## src/hw/rtl/pcsw_pkg.sv

```systemverilog
// pcsw_pkg: shared types, codes and constants for the PCI class search walker.
// Depends on nothing; imported by pcsw_urom, pcsw_stack and pci_class_search_walker.
package pcsw_pkg;

  // Channel payloads
  typedef struct packed {
    logic        op;
    logic [31:0] read_data;
  } in_item_t;

  typedef struct packed {
    logic [1:0] kind;
    logic [7:0] bus_number;
    logic [4:0] device_number;
    logic [2:0] function_number;
    logic [7:0] register_offset;
    logic [3:0] found_count;
    logic       last_of_run;
  } out_item_t;

  // Input operation codes
  localparam logic OP_START    = 1'b0;
  localparam logic OP_RESPONSE = 1'b1;

  // Result kinds
  localparam logic [1:0] KIND_READ  = 2'd0;
  localparam logic [1:0] KIND_MATCH = 2'd1;
  localparam logic [1:0] KIND_DONE  = 2'd2;

  // Configuration register indexes
  localparam logic [1:0] REG_CLASS_CODE    = 2'd0;
  localparam logic [1:0] REG_SUBCLASS_CODE = 2'd1;
  localparam logic [1:0] REG_PROG_IF       = 2'd2;
  localparam logic [1:0] REG_MATCH_LIMIT   = 2'd3;

  // Config space offsets
  localparam logic [7:0] OFF_VENDOR    = 8'd0;
  localparam logic [7:0] OFF_CLASS     = 8'd8;
  localparam logic [7:0] OFF_HEADER    = 8'd12;
  localparam logic [7:0] OFF_SECONDARY = 8'd24;

  localparam logic [15:0] VENDOR_NONE  = 16'hFFFF;
  localparam int          HDR_MF_BIT   = 23;        // multifunction bit of the header dword
  localparam logic [15:0] BRIDGE_CLASS = 16'h0604;
  localparam logic [7:0]  PROG_IF_ANY  = 8'hFF;
  localparam logic [4:0]  LAST_DEVICE  = 5'd31;
  localparam logic [2:0]  LAST_FUNCTION = 3'd7;

  localparam int MAX_MATCHES     = 8;
  localparam int DEF_BUS_COUNT   = 256;
  localparam int DEF_STACK_DEPTH = 256;

  // Reset values of the configuration registers
  localparam logic [7:0] RST_PROG_IF     = 8'd255;
  localparam logic [3:0] RST_MATCH_LIMIT = 4'd8;

  // Walk phase: which read the next response answers
  typedef enum logic [2:0] {
    PH_IDLE,
    PH_DEV_VENDOR,
    PH_HEADER,
    PH_FN_VENDOR,
    PH_CLASS,
    PH_SECONDARY
  } phase_t;

  // Return stack frame
  typedef struct packed {
    logic [7:0] bus;
    logic [4:0] dev;
    logic [2:0] fn;
    logic       multi;
  } frame_t;

  typedef struct packed {
    logic clear;
    logic push;
    logic pop;
  } stack_ctl_t;

  // Microcode
  typedef logic [4:0] uaddr_t;

  typedef enum logic [3:0] {
    C_NEXT,          // fall through
    C_ALWAYS,
    C_DISPATCH,      // wait for a transaction, then branch on op and phase
    C_LIMIT_HIT,
    C_VENDOR_NONE,
    C_NO_MATCH,
    C_NOT_BRIDGE,
    C_NO_DESCEND,
    C_MORE_FN,
    C_NO_MORE_DEV,
    C_STACK_EMPTY
  } cond_t;

  typedef enum logic [3:0] {
    D_NONE,
    D_START,
    D_HEADER,
    D_INC_FN,
    D_INC_DEV,
    D_INC_MATCH,
    D_PUSH,
    D_POP_RD,
    D_POP_LOAD
  } dp_t;

  typedef enum logic [1:0] {
    E_NONE,
    E_READ,
    E_MATCH,
    E_DONE
  } emit_t;

  typedef struct packed {
    cond_t      cond;
    uaddr_t     target;
    dp_t        dp;
    emit_t      emit;
    logic [7:0] offset;
    phase_t     phase;
    logic       last;
  } uword_t;

  // Program entry points
  localparam uaddr_t U_IDLE       = 5'd0;
  localparam uaddr_t U_START      = 5'd1;
  localparam uaddr_t U_START_LIM  = 5'd2;
  localparam uaddr_t U_EMIT_DEV   = 5'd3;
  localparam uaddr_t U_DONE       = 5'd4;
  localparam uaddr_t U_EMIT_FN    = 5'd5;
  localparam uaddr_t U_DEV_VENDOR = 5'd6;
  localparam uaddr_t U_DEV_HDR_RD = 5'd7;
  localparam uaddr_t U_HEADER     = 5'd8;
  localparam uaddr_t U_FN_VENDOR  = 5'd9;
  localparam uaddr_t U_FN_CLS_RD  = 5'd10;
  localparam uaddr_t U_CLASS      = 5'd11;
  localparam uaddr_t U_CLS_COUNT  = 5'd12;
  localparam uaddr_t U_CLS_REPORT = 5'd13;
  localparam uaddr_t U_CLASS_LIM  = 5'd14;
  localparam uaddr_t U_CLS_BRIDGE = 5'd15;
  localparam uaddr_t U_CLS_SEC_RD = 5'd16;
  localparam uaddr_t U_SECONDARY  = 5'd17;
  localparam uaddr_t U_SEC_PUSH   = 5'd18;
  localparam uaddr_t U_ADV_FN     = 5'd19;
  localparam uaddr_t U_ADV_FN_CHK = 5'd20;
  localparam uaddr_t U_ADV_DEV    = 5'd21;
  localparam uaddr_t U_ADV_DEV_CHK = 5'd22;
  localparam uaddr_t U_ADV_DEV_INC = 5'd23;
  localparam uaddr_t U_POP        = 5'd24;
  localparam uaddr_t U_POP_RD     = 5'd25;
  localparam uaddr_t U_POP_LOAD   = 5'd26;
  localparam uaddr_t U_FN_STEP    = 5'd27;

endpackage

```

## src/hw/rtl/pcsw_urom.sv

```systemverilog
// pcsw_urom: read-only control store of the walker sequencer.
// Depends on pcsw_pkg (uword_t, entry points, condition, datapath and emit codes).
module pcsw_urom import pcsw_pkg::*; (
  input  uaddr_t upc,
  output uword_t uword
);

  function automatic uword_t mk(cond_t c, uaddr_t t, dp_t d, emit_t e,
                                logic [7:0] off, phase_t ph, logic last);
    uword_t w;
    w.cond   = c;
    w.target = t;
    w.dp     = d;
    w.emit   = e;
    w.offset = off;
    w.phase  = ph;
    w.last   = last;
    return w;
  endfunction

  always_comb begin
    case (upc)
      U_IDLE:        uword = mk(C_DISPATCH, U_IDLE, D_NONE, E_NONE, OFF_VENDOR, PH_IDLE, 1'b0);
      U_START:       uword = mk(C_NEXT, U_IDLE, D_START, E_NONE, OFF_VENDOR, PH_IDLE, 1'b0);
      U_START_LIM:   uword = mk(C_LIMIT_HIT, U_DONE, D_NONE, E_NONE, OFF_VENDOR, PH_IDLE, 1'b0);
      U_EMIT_DEV:    uword = mk(C_ALWAYS, U_IDLE, D_NONE, E_READ, OFF_VENDOR,
                                PH_DEV_VENDOR, 1'b1);
      U_DONE:        uword = mk(C_ALWAYS, U_IDLE, D_NONE, E_DONE, OFF_VENDOR, PH_IDLE, 1'b1);
      U_EMIT_FN:     uword = mk(C_ALWAYS, U_IDLE, D_NONE, E_READ, OFF_VENDOR,
                                PH_FN_VENDOR, 1'b1);
      U_DEV_VENDOR:  uword = mk(C_VENDOR_NONE, U_ADV_DEV, D_NONE, E_NONE, OFF_VENDOR,
                                PH_IDLE, 1'b0);
      U_DEV_HDR_RD:  uword = mk(C_ALWAYS, U_IDLE, D_NONE, E_READ, OFF_HEADER, PH_HEADER, 1'b1);
      U_HEADER:      uword = mk(C_ALWAYS, U_EMIT_FN, D_HEADER, E_NONE, OFF_VENDOR,
                                PH_IDLE, 1'b0);
      U_FN_VENDOR:   uword = mk(C_VENDOR_NONE, U_ADV_FN, D_NONE, E_NONE, OFF_VENDOR,
                                PH_IDLE, 1'b0);
      U_FN_CLS_RD:   uword = mk(C_ALWAYS, U_IDLE, D_NONE, E_READ, OFF_CLASS, PH_CLASS, 1'b1);
      U_CLASS:       uword = mk(C_NO_MATCH, U_CLASS_LIM, D_NONE, E_NONE, OFF_VENDOR,
                                PH_IDLE, 1'b0);
      U_CLS_COUNT:   uword = mk(C_NEXT, U_IDLE, D_INC_MATCH, E_NONE, OFF_VENDOR, PH_IDLE, 1'b0);
      U_CLS_REPORT:  uword = mk(C_NEXT, U_IDLE, D_NONE, E_MATCH, OFF_VENDOR, PH_IDLE, 1'b0);
      U_CLASS_LIM:   uword = mk(C_LIMIT_HIT, U_DONE, D_NONE, E_NONE, OFF_VENDOR, PH_IDLE, 1'b0);
      U_CLS_BRIDGE:  uword = mk(C_NOT_BRIDGE, U_ADV_FN, D_NONE, E_NONE, OFF_VENDOR,
                                PH_IDLE, 1'b0);
      U_CLS_SEC_RD:  uword = mk(C_ALWAYS, U_IDLE, D_NONE, E_READ, OFF_SECONDARY,
                                PH_SECONDARY, 1'b1);
      U_SECONDARY:   uword = mk(C_NO_DESCEND, U_ADV_FN, D_NONE, E_NONE, OFF_VENDOR,
                                PH_IDLE, 1'b0);
      U_SEC_PUSH:    uword = mk(C_ALWAYS, U_EMIT_DEV, D_PUSH, E_NONE, OFF_VENDOR,
                                PH_IDLE, 1'b0);
      U_ADV_FN:      uword = mk(C_LIMIT_HIT, U_DONE, D_NONE, E_NONE, OFF_VENDOR, PH_IDLE, 1'b0);
      U_ADV_FN_CHK:  uword = mk(C_MORE_FN, U_FN_STEP, D_NONE, E_NONE, OFF_VENDOR, PH_IDLE, 1'b0);
      U_ADV_DEV:     uword = mk(C_LIMIT_HIT, U_DONE, D_NONE, E_NONE, OFF_VENDOR, PH_IDLE, 1'b0);
      U_ADV_DEV_CHK: uword = mk(C_NO_MORE_DEV, U_POP, D_NONE, E_NONE, OFF_VENDOR,
                                PH_IDLE, 1'b0);
      U_ADV_DEV_INC: uword = mk(C_ALWAYS, U_EMIT_DEV, D_INC_DEV, E_NONE, OFF_VENDOR,
                                PH_IDLE, 1'b0);
      U_POP:         uword = mk(C_STACK_EMPTY, U_DONE, D_NONE, E_NONE, OFF_VENDOR,
                                PH_IDLE, 1'b0);
      U_POP_RD:      uword = mk(C_NEXT, U_IDLE, D_POP_RD, E_NONE, OFF_VENDOR, PH_IDLE, 1'b0);
      U_POP_LOAD:    uword = mk(C_ALWAYS, U_ADV_FN, D_POP_LOAD, E_NONE, OFF_VENDOR,
                                PH_IDLE, 1'b0);
      U_FN_STEP:     uword = mk(C_ALWAYS, U_EMIT_FN, D_INC_FN, E_NONE, OFF_VENDOR,
                                PH_IDLE, 1'b0);
      default:       uword = mk(C_ALWAYS, U_IDLE, D_NONE, E_NONE, OFF_VENDOR, PH_IDLE, 1'b0);
    endcase
  end

endmodule

```

## config.mk

```make
export PLATFORM = sky130hd
export DESIGN_NAME = pcsw_urom
export DESIGN_NICKNAME = d
export VERILOG_FILES = /design/src/hw/rtl/pcsw_pkg.sv /design/src/hw/rtl/pcsw_urom.sv
export SDC_FILE = /design/constraint.sdc
export NUM_CORES = 1
export LEC_CHECK = 0
export BUFFER_PORTS_ARGS = -buffer_cell sky130_fd_sc_hd__buf_2
export CORE_MARGIN = 2
export CORE_UTILIZATION = 46
export DETAILED_ROUTE_END_ITERATION = 6
export PLACE_DENSITY = 0.81
export SLEW_MARGIN = 20
export SYNTH_ARGS = -nofsm -noshare
export SYNTH_HDL_FRONTEND = slang
export SYNTH_SLANG_ARGS = --single-unit
```

## constraint.sdc

```tcl
create_clock -name vclk -period 1.4
set_input_delay 0.07 -clock vclk [all_inputs]
set_output_delay 0.07 -clock vclk [all_outputs]
set_load 0.01 [all_outputs]
```

==> results of run 1 <==
final timing paths:
kind / startpoint / endpoint / slack (ns) / cells past startpoint
worst min-delay path: upc[2] / uword[25] / 0.59 / 3
worst max-delay path: upc[0] / uword[22] / 0.12 / 7
worst max-delay path: stages:
cell	delay, ns
buf_2	0.12
inv_2	0.06
ha_1	0.21
mux2_4	0.28
a221oi_2	0.27
a31oi_1	0.06
buf_2	0.14
cell type report:
type | count | area, µm²
inverter | 3 | 11.3
fill | 141 | 619
timing repair buffer | 40 | 233
multi-input combinational | 86 | 641
tap | 16 | 20.0
cells in the mapped netlist, drive strengths merged (2+ instances only):
cell type | count | share of area [%]
ha | 7 | 12
and2b | 2 | 2.2
inv | 3 | 1.5
buf | 14 | 15
mux2 | 5 | 8.0
a32oi | 2 | 2.3
nand3 | 2 | 1.3
a22oi | 2 | 2.0
nand2 | 11 | 5.5
nor2 | 4 | 2.0
nand3b | 3 | 3.0
o21ai | 2 | 1.3
nor2b | 4 | 3.7
a31oi | 3 | 2.5
a21oi | 5 | 3.8
nor3 | 2 | 1.3
mux2i | 3 | 4.0
nand2b | 3 | 2.5
a221oi | 3 | 6.0
a311oi | 2 | 2.3
o22ai | 2 | 1.7
and3 | 5 | 4.2
metal layers:
layer	up-vias	track usage, %	wire length [µm]
met5	-	0	0
met4	0	4.85	14
met1	393	29.8	912
met3	2	0	100
li1	415	-	-
met2	38	35.6	1010
power by group through the flow:
stage | Sequential, mW | Clock [mW] | Combinational (mW)
after floorplan | 0 | 0 | 0.208
after global placement | 0 | 0 | 0.275
after detailed placement | 0 | 0 | 0.281
after CTS | 0 | 0 | 0.282
after global routing | 0 | 0 | 0.313
final | 0 | 0 | 0.287
cell families after synthesis:
logic type | synth area share (%)
buffers and inverters | 17.3
other | 0.500
muxes | 12.0
and+or+nand+nor | 27.7
adders and majority gates | 11.7
AOI/OAI and AO/OA | 29.7
xor gates and xnor gates | 1.17
metrics by stage:
| step | worst slack (ns) | hold slack, ns | area (µm²) | std cells |
|---|---|---|---|---|
| after detailed placement | 0.0646 | 0.590 | 900 | 145 |
| after global routing | 0.0342 | 0.627 | 905 | 145 |
| after floorplan | 0.103 | 0.316 | 767 | 104 |
| after CTS | 0.0643 | 0.592 | 900 | 145 |
| final | 0.118 | 0.586 | 905 | 145 |
| after global placement | 0.0704 | 0.579 | 900 | 145 |
timing repair:
item                       CTS  global route
setup endpoints to repair    0             3
hold buffers                 0             0
resized for setup            0             3
==> out/qor.yml, run 1 <==
outcome:
  status: "finished, final reports clean"
routing:
  route.detailed.vias_per_inst: 5.85
  post_route_wl_um: 2040
  detailroute.via_count: 848
  drtIter0Drc: 27
  antenna_violating_nets_post_route: 0
  wire_per_inst_um: 14.1
  detail_route.drc_violations: 0
  detail_route.first_pass.iterations: 4
place:
  place_congestion: 0.894
  numPortBuffers: 27
  detailed_place_hpwl_um: 1570
sta:
  finalMaxSlewViolations: 0
  period_share_pct: 91.5
  setup_viol: 0
  fin_setup_tns_ns: 0
  grt_setup_unrepaired: "false"
  layout_min_cycle_time_ns: 1.28
  fmaxAchievable_mhz: 780
  hold_viol_final: 0
layout:
  n_sequential_cell: 0
  layout_commonest_cell: "buf_2"
  finish.utilization_pct: 59.4
  num-clock-buffers: 0
  area_delta_synth_final_pct: 20.5
  ff_latch_area_um2: 0
  nets: 143
  final_cell_mix: "buf_2 (27), buf_4 (13), nand2_1 (11)"
  layout-drive-gt1-share_pct: 43.4
  n_antenna_cell: 0
synthesis:
  netlist-cell-type-count: 41
  seq_area_frac_synth_pct: 0
  synthCells: 100
  synthesis.area_um2: 751
  post_synthesis_area_per_instance_um2: 7.51
  yosysWarningCount: 0
critical_path:
  cp_data_required_time_ns: 1.33
  end_kind: "primary output"
  path_max_fanout: 5
  worst-endpoint-arrival_ns: 1.21
  critical_path_start_type: "input pin"
  setup.worst_path.class: "in -> out"
global_routing:
  grt_pass1_vias: 734
  grt_overflow_total: 0
  grt_use_total_pct: 21.0
  global_route_wire_length_before_repair_um: 3300
  initial_antenna_violation_count: 0
  grt_start_max_net_pins: 18
power_and_ir_drop:
  total_power_mw: 0.287
  seq_power_share_pct: 0
  combPwrFrac_pct: 100.0
  internal_power_mw: 0.126
  power_density_nw_per_um2: 317
  ir_drop_mv: 0.141
  clock_share_of_power_pct: 0
  sw_ratio_pct: 56.2
  p_leak_nw: 0.478
  p_switching_mw: 0.161
run:
  max-cap-violations: 0
floorplan:
  die_height_um: 44.4
  dieArea_um2: 1970
  die_w_um: 44.4
  placementRows: 14
  start_util_pct: 49.3
  count_of_boundary_i_o_pins: 32
  core-area_um2: 1520
min_path:
  holdCritPathClass: "in -> out"
clocking:
  cts_setup_buffers: 0
(Power assumes the default switching activity.)
==> run 2, diff against run 1 <==
clock period = 1.15 ns   (was 1.4 ns; I/O delays follow)
==> out/qor.yml, run 2 (synthesis results as in run 1) <==
power_and_ir_drop:
  p_leak_nw: 0.547  # +14%
  combPwrFrac_pct: 100.0  # about the same
  ir_drop_mv: 0.239  # +70%
  clock_share_of_power_pct: 0  # unchanged
  sw_ratio_pct: 52.2  # -3.9 points
  p_switching_mw: 0.218  # +35%
  power_density_nw_per_um2: 387  # +22%
  seq_power_share_pct: 0  # unchanged
  internal_power_mw: 0.199  # +59%
floorplan:
  die_height_um: 44.4  # unchanged
  core-area_um2: 1520  # unchanged
  start_util_pct: 49.3  # unchanged
  count_of_boundary_i_o_pins: 32  # unchanged
  dieArea_um2: 1970  # unchanged
  die_w_um: 44.4  # unchanged
  placementRows: 14  # unchanged
clocking:
  post_cts_hold_buffer_count: 0  # unchanged
  cts_setup_buffers: 0  # unchanged
critical_path:
  cp_data_required_time_ns: 1.09  # -0.24 ns
  setup.worst_path.class: "in -> out"
  end_kind: "primary output"
  worst-endpoint-arrival_ns: 1.09  # -0.12 ns
  critical_path_start_type: "input pin"
  path_max_fanout: 5  # unchanged
routing:
  wire_per_inst_um: 14.2  # +0.98%
  route.detailed.vias_per_inst: 5.91  # +1.0%
  antenna_violating_nets_post_route: 0  # unchanged
  detail_route.drc_violations: 0  # unchanged
  post_route_wl_um: 2200  # +7.9%
  detail_route.first_pass.iterations: 4  # unchanged
  drtIter0Drc: 26  # -3.7%
  detailroute.via_count: 916  # +8.0%
layout:
  finish.utilization_pct: 70.9  # +11 points
  n_sequential_cell: 0  # unchanged
  nets: 153  # +7.0%
  final_cell_mix: "buf_2 (24), buf_4 (21), nand2_1 (11)"
  ff_latch_area_um2: 0  # unchanged
  layoutNonFillerInstCount: 155  # +6.9%
  layout-drive-gt1-share_pct: 50.4  # +6.9 points
  area_delta_synth_final_pct: 43.8
  n_antenna_cell: 0  # unchanged
  nFillCells: 124  # -12%
  layout_commonest_cell: "buf_2"
  multiInputGateArea_um2: 698  # +9.0%
  num-clock-buffers: 0  # unchanged
global_routing:
  initial_antenna_violation_count: 0  # unchanged
  grt_start_max_net_pins: 14  # -4
  grt_overflow_total: 0  # unchanged
  grt_pass1_vias: 803  # +9.4%
  global_route_wire_length_before_repair_um: 3540  # +7.3%
  grt_use_total_pct: 22.8  # +1.8 points
sta:
  period_share_pct: 99.4
  finalMaxSlewViolations: 0  # unchanged
  fmaxAchievable_mhz: 875
  setup_viol: 0  # unchanged
  layout_min_cycle_time_ns: 1.14
  grt_setup_unrepaired: "true"
  hold_ws_ns: 0.577  # -0.00953 ns
  hold_viol_final: 0  # unchanged
min_path:
  min_from: "upc[4]"
  holdCritPathClass: "in -> out"
  hold-path-cell-count: 4  # +1
  hold-path-endpoint: "uword[15]"
place:
  detailed_place_hpwl_um: 1650  # +5.4%
  numPortBuffers: 27  # unchanged
  place_congestion: 0.908  # +1.7%
  instance_count_after_placement_with_tap_cells_included: 155  # +6.9%
outcome:
  status: "finished, final reports clean"
run:
  max-cap-violations: 0  # unchanged
## run 2: worst max-delay path, cell delays in order
cell and delay [ns]:
buf_12 0.09, inv_6 0.04, ha_4 0.15, mux2_4 0.28
a221oi_2 0.26, a31oi_1 0.05, buf_2 0.14
## run 2: repair_timing
action	CTS	global route
endpoints found under the setup margin	9	8
pin swaps	1	3
resized for setup	8	11
## run 2: worst max-delay path by stage
stage,slack (ns),cells after the start,to,startpoint
floorplan,0.01,7,uword[12],upc[0]
global placement,-0.11,6,uword[23],upc[1]
detailed placement,-0.12,6,uword[23],upc[1]
CTS,0.002,7,uword[23],upc[0]
global route,-0.02,7,uword[25],upc[1]
finish,0.007,7,uword[22],upc[0]
## run 2: through the flow
step | power [mW] | worst slack, ns | cell area, µm² | setup TNS, ns
floorplan | 0.264 | 0.0103 | 797 | 0
global placement | 0.372 | -0.112 | 1000 | -0.398
detailed placement | 0.381 | -0.119 | 1000 | -0.480
CTS | 0.391 | 0.00224 | 1030 | 0
global route | 0.450 | -0.0187 | 1080 | -0.0480
finish | 0.418 | 0.00712 | 1080 | 0
## run 2: power by group through the flow
stage / registers [mW] / logic [mW] / clock network [mW]
final: 0 / 0.418 / 0
after global routing: 0 / 0.450 / 0
after CTS: 0 / 0.391 / 0
after detailed placement: 0 / 0.381 / 0
after global placement: 0 / 0.372 / 0
after floorplan: 0 / 0.264 / 0
## run 2: cell type report
class                           count  share of cell area [%]
Inverter                            3                    1.74
Tap cell                           16                    1.85
Timing Repair Buffer               50                    31.7
Multi-Input combinational cell     86                    64.7
## run 2: routing by layer
layer	GRT usage (%)	part of all wire [%]	wire length, µm
met5	0	0	0
met4	4.85	0.36	8
met3	0	5.5	121
met2	38.8	50	1090
met1	32.2	44	979
==> run 3, diff against run 2 <==
CORE_UTILIZATION = 51   (was 46)
PLACE_DENSITY = 0.85   (was 0.81)
clock period = 1.1 ns   (was 1.15 ns; I/O delays follow)
==> out/qor.yml, run 3 (synthesis results as in run 1) <==
outcome:
  status: "finished, violations left"
  failed_checks: "setup timing"
sta:
  finalMaxSlewViolations: 0  # unchanged
  fin_setup_tns_ns: -0.338  # -0.338 ns
  grt_setup_unrepaired: "true"
  period_share_pct: 111
  fmaxAchievable_mhz: 820
  hold_viol_final: 0  # unchanged
  layout_min_cycle_time_ns: 1.22
  worst_slack_ns: -0.119  # -0.126 ns
  setup_viol: 6  # +6
layout:
  ff_latch_area_um2: 0  # unchanged
  nets: 156  # +2.0%
  final_cell_mix: "buf_2 (23), buf_4 (22), nand2_1 (10)"
  layout_commonest_cell: "buf_2"
  layout-drive-gt1-share_pct: 54.9  # +4.6 points
  area_delta_synth_final_pct: 52.0
  n_sequential_cell: 0  # unchanged
  n_antenna_cell: 0  # unchanged
  num-clock-buffers: 0  # unchanged
  layoutNonFillerInstCount: 157  # +1.3%
floorplan:
  die_height_um: 42.4  # -4.6%
  dieArea_um2: 1790  # -9.0%
  core-area_um2: 1330  # -12%
  placementRows: 13  # -1
  die_w_um: 42.4  # -4.6%
  count_of_boundary_i_o_pins: 32  # unchanged
  start_util_pct: 56.3  # +7.0 points
routing:
  wire_per_inst_um: 20.1  # +41%
  detail_route.first_pass.iterations: 4  # unchanged
  detailroute.via_count: 1021  # +11%
  antenna_violating_nets_post_route: 0  # unchanged
  post_route_wl_um: 3150  # +43%
  route.detailed.vias_per_inst: 6.50  # +10%
  detail_route.drc_violations: 0  # unchanged
  drtIter0Drc: 72  # +180%
global_routing:
  groute.layer.met2.usage_pct: 52.3  # +13 points
  grt_overflow_total: 0  # unchanged
  grt_pass1_vias: 845  # +5.2%
  grt_busiest_layer: "met2"
  grt_use_total_pct: 27.5  # +4.7 points
  global_route_wire_length_before_repair_um: 4040  # +14%
  gr-usage-met3_pct: 0.431  # +0.43 points
  globalRouteMet1Util_pct: 34.4  # +2.2 points
  grt_start_max_net_pins: 13  # -1
  initial_antenna_violation_count: 0  # unchanged
power_and_ir_drop:
  p_leak_nw: 0.575  # +5.2%
  ir_drop_mv: 0.289  # +21%
  total_power_mw: 0.496  # +19%
  power_density_nw_per_um2: 435  # +12%
critical_path:
  crit_buf_inv: 3  # unchanged
  critPathSlowestCell: "a221oi_2"
  cp_top_family: "compound AO/OA/AOI/OAI gates"
  setup.worst_path.class: "in -> out"
  end_kind: "primary output"
  cp_data_required_time_ns: 1.04  # -0.05 ns
  crit_path_cell_trace: "buf_12 -> inv_8 -> ha_4 -> mux2_4 -> a221oi_2 -> a31oi_1 -> buf_2"
  critical_path_start_type: "input pin"
  worst-endpoint-arrival_ns: 1.16  # +0.07 ns
  path_max_fanout: 5  # unchanged
  critPathMaxStageDelay_ns: 0.30  # +0.02 ns
place:
  place_worst_setup_slack_ns: -0.186  # -0.0665 ns
  place_congestion: 0.863  # -5.0%
  numPortBuffers: 27  # unchanged
  detailed_place_hpwl_um: 1890  # +14%
  instance_count_after_placement_with_tap_cells_included: 156  # +0.65%
clocking:
  post_cts_hold_buffer_count: 0  # unchanged
min_path:
  holdCritPathClass: "in -> out"
run:
  max-cap-violations: 0  # unchanged
run 3: cell types whose count changed in the layout (fill, tap and decap cells not counted), sizes merged:
cell    delta
clkbuf     +1
buf        +2
run 3: metrics by stage:
step	hold WS (ns)	area (µm²)	util [%]
final	0.615	1140	85.6
after global routing	0.637	1140	85.6
after CTS	0.585	1080	81.2
after detailed placement	0.589	1020	76.4
after global placement	0.579	1020	76.4
after floorplan	0.278	810	-
run 3: layer usage:
metal  vias up  share of wire [%]
met3        24                9.0
met5         -                  0
met4         0                5.6
li1        444                  -
met1       473                 35
met2        80                 50
run 3: area by class of cell:
class / instances / area [µm²]
Inverter: 3 / 23.8
Tap cell: 15 / 18.8
Multi-Input combinational cell: 86 / 714
Fill cell: 72 / 193
Timing Repair Buffer: 53 / 384
run 3: path summary, 6_finish.rpt:
path | from | to | cells after the start
setup / recovery | upc[0] | uword[22] | 7
hold / removal | upc[0] | uword[2] | 4
run 3: repair_timing:
action | 4_1_cts | 5_1_grt
gates resized for setup | 15 | 17
pin swaps | 3 | 3
endpoints found under the setup margin | 15 | 15
buffers inserted | 1 | 0
run 3: power breakdown:
| group | leakage, nW | switching, mW | internal, mW |
|---|---|---|---|
| combinational | 0.575 | 0.266 | 0.230 |
| sequential | 0 | 0 | 0 |
| clock | 0 | 0 | 0 |
| total | 0.575 | 0.266 | 0.230 |
